--- src/rtl/core/mnfd_pkg.sv ---
package mnfd_pkg;

  localparam logic [3:0] SKIP_RESET = 4'd6;
  localparam logic [2:0] GROUP_LEN  = 3'd5;
  localparam int         PAIRS      = 4;

  typedef struct packed {
    logic [3:0] skip_left;
    logic [4:0] group_bits;
    logic [2:0] group_fill;
    logic [3:0] high_nibble;
    logic       have_high;
  } dec_state_t;

  typedef struct packed {
    logic       vld;
    logic [7:0] data;
  } result_t;

  function automatic dec_state_t frame_restart(input logic [3:0] skip);
    dec_state_t s;
    s           = '0;
    s.skip_left = skip;
    return s;
  endfunction

endpackage

--- src/rtl/core/mnfd_core.sv ---
module mnfd_core (
  input  logic                clk,
  input  logic                rst_n,
  input  logic [3:0]          skip_count,
  input  logic                restart,
  input  logic                fire,
  input  logic [7:0]          data_byte,
  input  logic                frame_last,
  output mnfd_pkg::result_t   res
);

  mnfd_pkg::dec_state_t st_r;
  mnfd_pkg::dec_state_t st_nxt;

  always_comb begin
    logic [4:0] gb;
    logic [2:0] gf;
    logic [3:0] hn;
    logic       hh;
    logic       b;
    gb       = st_r.group_bits;
    gf       = st_r.group_fill;
    hn       = st_r.high_nibble;
    hh       = st_r.have_high;
    b        = 1'b0;
    st_nxt   = st_r;
    res      = '0;
    if (st_r.skip_left != 4'd0) begin
      st_nxt.skip_left = st_r.skip_left - 4'd1;
    end else begin
      for (int k = 0; k < mnfd_pkg::PAIRS; k++) begin
        b  = data_byte[3'(7 - 2 * k)];
        gb = gb | (5'(b) << gf);
        gf = gf + 3'd1;
        if (gf == mnfd_pkg::GROUP_LEN) begin
          if (hh) begin
            res.vld  = 1'b1;
            res.data = {hn, gb[3:0]};
            hh       = 1'b0;
            hn       = 4'd0;
          end else begin
            hn = gb[3:0];
            hh = 1'b1;
          end
          gb = 5'd0;
          gf = 3'd0;
        end
      end
      st_nxt.group_bits  = gb;
      st_nxt.group_fill  = gf;
      st_nxt.high_nibble = hn;
      st_nxt.have_high   = hh;
    end
    if (frame_last) begin
      st_nxt = mnfd_pkg::frame_restart(skip_count);
    end
    if (!fire) begin
      res = '0;
    end
  end

  always_ff @(posedge clk) begin
    if (!rst_n) begin
      st_r <= mnfd_pkg::frame_restart(mnfd_pkg::SKIP_RESET);
    end else if (restart) begin
      st_r <= mnfd_pkg::frame_restart(skip_count);
    end else if (fire) begin
      st_r <= st_nxt;
    end
  end

endmodule

--- src/rtl/core/mnfd_outbuf.sv ---
module mnfd_outbuf (
  input  logic              clk,
  input  logic              rst_n,
  input  mnfd_pkg::result_t push,
  output logic              room,
  output logic              out_valid,
  input  logic              out_ready,
  output logic [7:0]        out_byte
);

  logic       out_vld_r;
  logic       out_vld_nxt;
  logic [7:0] out_data_r;
  logic [7:0] out_data_nxt;
  logic       skid_vld_r;
  logic       skid_vld_nxt;
  logic [7:0] skid_data_r;
  logic [7:0] skid_data_nxt;

  assign room      = !skid_vld_r;
  assign out_valid = out_vld_r;
  assign out_byte  = out_data_r;

  always_comb begin
    out_vld_nxt   = out_vld_r;
    out_data_nxt  = out_data_r;
    skid_vld_nxt  = skid_vld_r;
    skid_data_nxt = skid_data_r;
    if (!out_vld_r || out_ready) begin
      if (skid_vld_r) begin
        out_vld_nxt  = 1'b1;
        out_data_nxt = skid_data_r;
        skid_vld_nxt = 1'b0;
      end else begin
        out_vld_nxt  = push.vld;
        out_data_nxt = push.data;
      end
    end else if (push.vld) begin
      skid_vld_nxt  = 1'b1;
      skid_data_nxt = push.data;
    end
  end

  always_ff @(posedge clk) begin
    if (!rst_n) begin
      out_vld_r  <= 1'b0;
      skid_vld_r <= 1'b0;
    end else begin
      out_vld_r  <= out_vld_nxt;
      skid_vld_r <= skid_vld_nxt;
    end
    out_data_r  <= out_data_nxt;
    skid_data_r <= skid_data_nxt;
  end

  a_skid_behind_out: assert property (@(posedge clk) disable iff (!rst_n)
    skid_vld_r |-> out_vld_r)
    else $error("skid entry held with empty output register");

  a_no_push_when_full: assert property (@(posedge clk) disable iff (!rst_n)
    push.vld |-> !skid_vld_r)
    else $error("result pushed into full buffer");

  a_stall_fills_skid: assert property (@(posedge clk) disable iff (!rst_n)
    (out_vld_r && !out_ready && push.vld) |=> (skid_vld_r && skid_data_r == $past(push.data)))
    else $error("stalled result not captured in skid entry");

endmodule

--- src/rtl/core/manchester_nibble_frame_decoder.sv ---
// Manchester frame decoder: takes one raw frame byte per cycle while the
// output buffer has room, skips the first cfg_skip_count bytes of each frame,
// keeps bits 7/5/3/1 of later bytes, packs them in five-bit groups (four data
// bits, first bit as LSB, plus a dropped stop bit) and emits one decoded byte
// per two nibbles, first nibble high. out_valid follows the input accept
// through the input register, then the result register. A two-entry output
// buffer keeps input flowing while a result waits. in_frame_last clears
// partial state after its byte; a write to cfg_skip_count also starts a frame.
module manchester_nibble_frame_decoder (
  input  logic       clk,
  input  logic       rst_n,
  input  logic       cfg_we,
  input  logic [3:0] cfg_skip_count,
  input  logic       in_valid,
  output logic       in_ready,
  input  logic [7:0] in_data_byte,
  input  logic       in_frame_last,
  output logic       out_valid,
  input  logic       out_ready,
  output logic [7:0] out_byte
);

  logic [3:0]        skip_count_r;
  logic              in_vld_r;
  logic [7:0]        in_data_r;
  logic              in_last_r;
  logic              room;
  logic              fire;
  mnfd_pkg::result_t res;

  assign fire     = in_vld_r && room;
  assign in_ready = !in_vld_r || room;

  always_ff @(posedge clk) begin
    if (!rst_n) begin
      skip_count_r <= mnfd_pkg::SKIP_RESET;
      in_vld_r     <= 1'b0;
    end else begin
      if (cfg_we) begin
        skip_count_r <= cfg_skip_count;
      end
      if (in_ready) begin
        in_vld_r <= in_valid;
      end
    end
    if (in_ready && in_valid) begin
      in_data_r <= in_data_byte;
      in_last_r <= in_frame_last;
    end
  end

  mnfd_core u_core (
    .clk        (clk),
    .rst_n      (rst_n),
    .skip_count (cfg_we ? cfg_skip_count : skip_count_r),
    .restart    (cfg_we),
    .fire       (fire),
    .data_byte  (in_data_r),
    .frame_last (in_last_r),
    .res        (res)
  );

  mnfd_outbuf u_outbuf (
    .clk       (clk),
    .rst_n     (rst_n),
    .push      (res),
    .room      (room),
    .out_valid (out_valid),
    .out_ready (out_ready),
    .out_byte  (out_byte)
  );

endmodule
--- config.mk ---
export PLATFORM = sky130hd
export DESIGN_NAME = manchester_nibble_frame_decoder
export DESIGN_NICKNAME = d
export VERILOG_FILES = /design/src/rtl/core/mnfd_pkg.sv /design/src/rtl/core/mnfd_core.sv /design/src/rtl/core/mnfd_outbuf.sv /design/src/rtl/core/manchester_nibble_frame_decoder.sv
export SDC_FILE = /design/constraint.sdc
export NUM_CORES = 1
export LEC_CHECK = 0
export ABC_AREA = 1
export BUFFER_PORTS_ARGS = -buffer_cell sky130_fd_sc_hd__buf_2
export CAP_MARGIN = 20
export CORE_ASPECT_RATIO = 1.25
export CORE_UTILIZATION = 38
export DETAILED_ROUTE_END_ITERATION = 7
export PLACE_DENSITY = 0.61
export SYNTH_ARGS = -nofsm -noshare
export SYNTH_HDL_FRONTEND = slang
export SYNTH_HIERARCHICAL = 1
export SYNTH_SLANG_ARGS = --single-unit
--- constraint.sdc ---
create_clock -name clk -period 3.7 [get_ports clk]
set_input_delay 0.555 -clock clk [delete_from_list [all_inputs] [get_ports clk]]
set_output_delay 0.555 -clock clk [all_outputs]
set_load 0.01 [all_outputs]
Yosys cells after proc, flatten, opt, wreduce, memory -nomap -nowiden
Cells that the tools add are included.
- $add $sub $neg: 5
- equal/unequal tests: 5
- shift operators: 4
- multiplexer cells: 51
- bitwise logic cells: 6
- reductions and logical operators: 15
- operator list (kind ; number):
    2-to-1 mux 9 bit ; 10
    2-to-1 mux 17 bit ; 3
    2-to-1 mux 4 bit ; 10
    2-to-1 mux 5 bit ; 7
    2-to-1 mux 3 bit ; 7
    bitwise OR 5 bit ; 4
    2-to-1 mux 13 bit ; 1
    adder 3 x 1 -> 3 bit (second input constant) ; 4
    equality test 3 bit (second input constant) ; 4
    2-to-1 mux 1 bit ; 12
    left shift 1 x 3 -> 5 bit ; 2
    left shift 1 x 3 -> 5 bit (first input constant) ; 2
    2-to-1 mux 8 bit ; 1
    AND reduction 2 bit ; 3
    nonzero test 4 bit ; 1
    OR reduction 2 bit ; 2
    subtractor 4 x 1 -> 4 bit (second input constant) ; 1
    zero test 1 bit ; 3
    nonzero test 3 bit ; 1
    logical AND 1 bit ; 2
    logical OR 1 bit ; 2
    != test 2 bit (second input constant) ; 1
    NOT 1 bit ; 2
    nonzero test 2 bit ; 1
- register bits after elaboration: 45
- logic and storage cells: 99

Logic depth before layout (Yosys ltp)
- depth in word-level cells: 20
- mapped depth: 20

Modules after synthesis
Netlist, hierarchy kept.
- modules (own cells, without submodules) (module ; times used ; cells an instance ; area an instance (µm²) ; sequential area each (µm²)):
    mnfd_core ; 1 ; 338 ; 2050.7 ; 320.3
    mnfd_outbuf ; 1 ; 53 ; 664.4 ; 520.5
    manchester_nibble_frame_decoder ; 1 ; 39 ; 471.7 ; 370.4

Worst setup path before layout
No wires, ideal clock.
- path kind: flip-flop to flip-flop
- start point: reg u_core/st_r[5] (netlist bit)
- end point: reg u_outbuf.skid_data_r[0], enable pin
- arrival: 2.909 ns
- path slack: 0.421 ns
- stages on the path, launching flop included: 18
- buffers on the path: 1
- period minus slack after synthesis: 3.279 ns
- cell sequence: dfxtp_1 -> ha_1 -> nand2_2 -> nand3_2 -> nand2_1 -> ha_1 -> inv_1 -> ha_1 -> inv_1 -> nand3_4 -> nand2_4 -> nand2_2 -> nor2_4 -> nand2_2 -> buf_6 -> a31oi_1 -> inv_1 -> nor2_1
- RTL lines (what ; line ; RTL):
    start, declared ; mnfd_core.sv:12 ; mnfd_pkg::dec_state_t st_r;
    start signal, assigned ; mnfd_core.sv:64 ; st_r <= mnfd_pkg::frame_restart(mnfd_pkg::SKIP_RESET);
    start signal, assigned ; mnfd_core.sv:66 ; st_r <= mnfd_pkg::frame_restart(skip_count);
    start signal, assigned ; mnfd_core.sv:68 ; st_r <= st_nxt;
    end signal, assigned ; mnfd_outbuf.sv:53 ; skid_data_r <= skid_data_nxt;
    end, declared ; mnfd_outbuf.sv:17 ; logic [7:0] skid_data_r;

==> flow_metrics.tcl <==
set metrics [dict create \
    grtUsageTotal_pct 18.6 \
    wl_per_cell_um 12.9 \
    maxCapViolations 0 \
    hpwlAfterDp_mm 5.29 \
    synthToLayoutAreaGrowth_pct 9.28 \
    ios 28 \
    start_util_pct 39.9 \
    r2r_slack_ns 0.41 \
    crit_path_start_kind "flip-flop" \
    seq_power_share_pct 56.9 \
    fin_nets 474 \
    required_ns 3.71 \
    hp-class "input port to flip-flop" \
    p_comb_share_pct 8.4 \
    yosysWarnings 6 \
    fin_skew_ns 0.0120 \
    cts_setup_buffers 0 \
    cts.sinks 42 \
    grt_max_degree 16 \
    grt_pass1_wl_mm 11.8 \
    grt.overflow.total 0 \
    power.share.switching_pct 25.6 \
    crit_path_max_fanout 11 \
    coreArea_um2 7530 \
    crit_type "flip-flop to flip-flop" \
    tns_ns 0 \
    die_area_um2 8270 \
    post-route-min-period_ns 3.29 \
    post_drt_via_cell_ratio 5.08 \
    tightest_slew_ns 0.558 \
    mostFrequentLayoutCells "148 x nand2_1, 42 x inv_1, 36 x nor2_1" \
    setup_viol 0 \
    slew_viol_final 0 \
    status "completed" \
    grt_setup_unrepaired "false" \
    syn_nets 452 \
    p_per_area_nw_per_um2 266 \
    rows 35 \
    synth.avg_cell_area_um2 7.09 \
    clk_latency_ns 0.30 \
    cts_max_level 2 \
    netlist_instances 424 \
    placed_cell_area_um2 3190 \
    cts_tree "built" \
    antenna_cells 0 \
    hold_buffers 0 \
    relSlewSlack_pct 62.7 \
    drt_iter0_markers 177 \
    end_kind "flip-flop" \
    dieHeight_um 101 \
    layout.cell_area.non_filler_um2 3290 \
    vias 2736 \
    io_buffers 21 \
    drive_above_1_share_pct 17.2 \
    p_switching_uw 224 \
    ir_drop_v 0.000147 \
    cts-root-buf "clkbuf_8" \
    clkPwrFrac_pct 34.7 \
    first_global_vias 2536 \
    cts_buffer_depth 2 \
    drt-total-wl_mm 6.98 \
    drc 0 \
    drt_pass1_iterations 4 \
    syn_area_um2 3010 \
    die_w_um 81.6 \
    final.period_utilization_pct 89.0 \
    clk_pin_slew_ns 0.09 \
    cp.arrival_ns 3.30 \
    finalHoldViolCount 0 \
    fillers 803 \
    layout_commonest_cell "nand2_1" \
    antenna_found_initial 0 \
    gp_congestion 0.861 \
    cts_made_buffers 5 \
    max_freq_mhz 304 \
    p_leak_nw 1.53 \
    final_antenna_net_count 0 \
    p_int_uw 649 \
]
power by group through the flow:
stage	logic (mW)	registers [mW]	clock network, mW
final	0.0732	0.496	0.303
after global routing	0.0827	0.498	0.333
after CTS	0.0726	0.497	0.313
after detailed placement	0.0720	0.507	0
after global placement	0.0701	0.507	0
after floorplan	0.0520	0.506	0
path summary, 6_finish.rpt:
check                                     start                 endpoint  cells after the start
worst max-delay path             u_core/st_r[5]  u_outbuf/skid_data_r[4]                     16
worst min-delay path            in_data_byte[3]             in_data_r[3]                      1
worst max register to register   u_core/st_r[5]  u_outbuf/skid_data_r[4]                     16
worst min register to register  skip_count_r[2]          skip_count_r[2]                      2
worst max-delay path, stage by stage (launching register included):
cell and delay, ns:
dfxtp_1 0.41, ha_1 0.22, nand2_2 0.15, nand3_2 0.13, nand2_1 0.09, ha_1 0.34, inv_1 0.12, ha_2 0.26
nand3_2 0.22, nand2_2 0.14, nand2_4 0.09, inv_2 0.07, nand2_2 0.15, a31oi_2 0.25, inv_1 0.07, nor2_1 0.10
buf_4 0.19
sequential cells by signal, indices dropped and copies added, names as in the netlist:
signal and cells:
u_core/st_r 16, u_outbuf/out_byte 8, u_outbuf/skid_data_r 8, skip_count_r 4, in_data_r 2, in_last_r 1
in_vld_r 1, u_outbuf/out_valid 1, u_outbuf/skid_vld_r 1
metal layers:
layer  share of wire (%)  GRT usage [%]  vias to the layer above
met1                  45           23.4                     1248
met4                 2.7           6.87                        0
met3                 2.9           3.69                       15
met5                   0              0                        -
met2                  49           31.2                       52
li1                    -              -                     1421
area by class of cell:
cell class	instances	area [um2]	area share, %
Tap cell	92	115	3.50
Multi-Input combinational cell	324	1740	52.9
Clock inverter	2	13.8	0.419
Inverter	48	180	5.48
Sequential cell	42	1030	31.4
Timing Repair Buffer	25	135	4.11
Clock buffer	6	72.6	2.21
per-stage QoR:
| step | util, % | setup slack [ns] | power [mW] | hold WS, ns | instances |
|---|---|---|---|---|---|
| finish | 43.6 | 0.407 | 0.873 | 0.431 | 539 |
| global route | 43.6 | 0.0674 | 0.914 | 0.411 | 539 |
| CTS | 43.5 | 0.276 | 0.882 | 0.423 | 539 |
| detailed placement | 42.4 | 0.323 | 0.579 | 0.443 | 531 |
| global placement | 42.4 | 0.359 | 0.577 | 0.440 | 531 |
| floorplan | - | 0.421 | 0.558 | 0.424 | 424 |
repair_timing:
item                                    CTS  global route
resized for setup                         0             2
endpoints found under the setup margin    0             8
hold endpoints to repair                  0             0
Power figures use the tool's default switching activity.
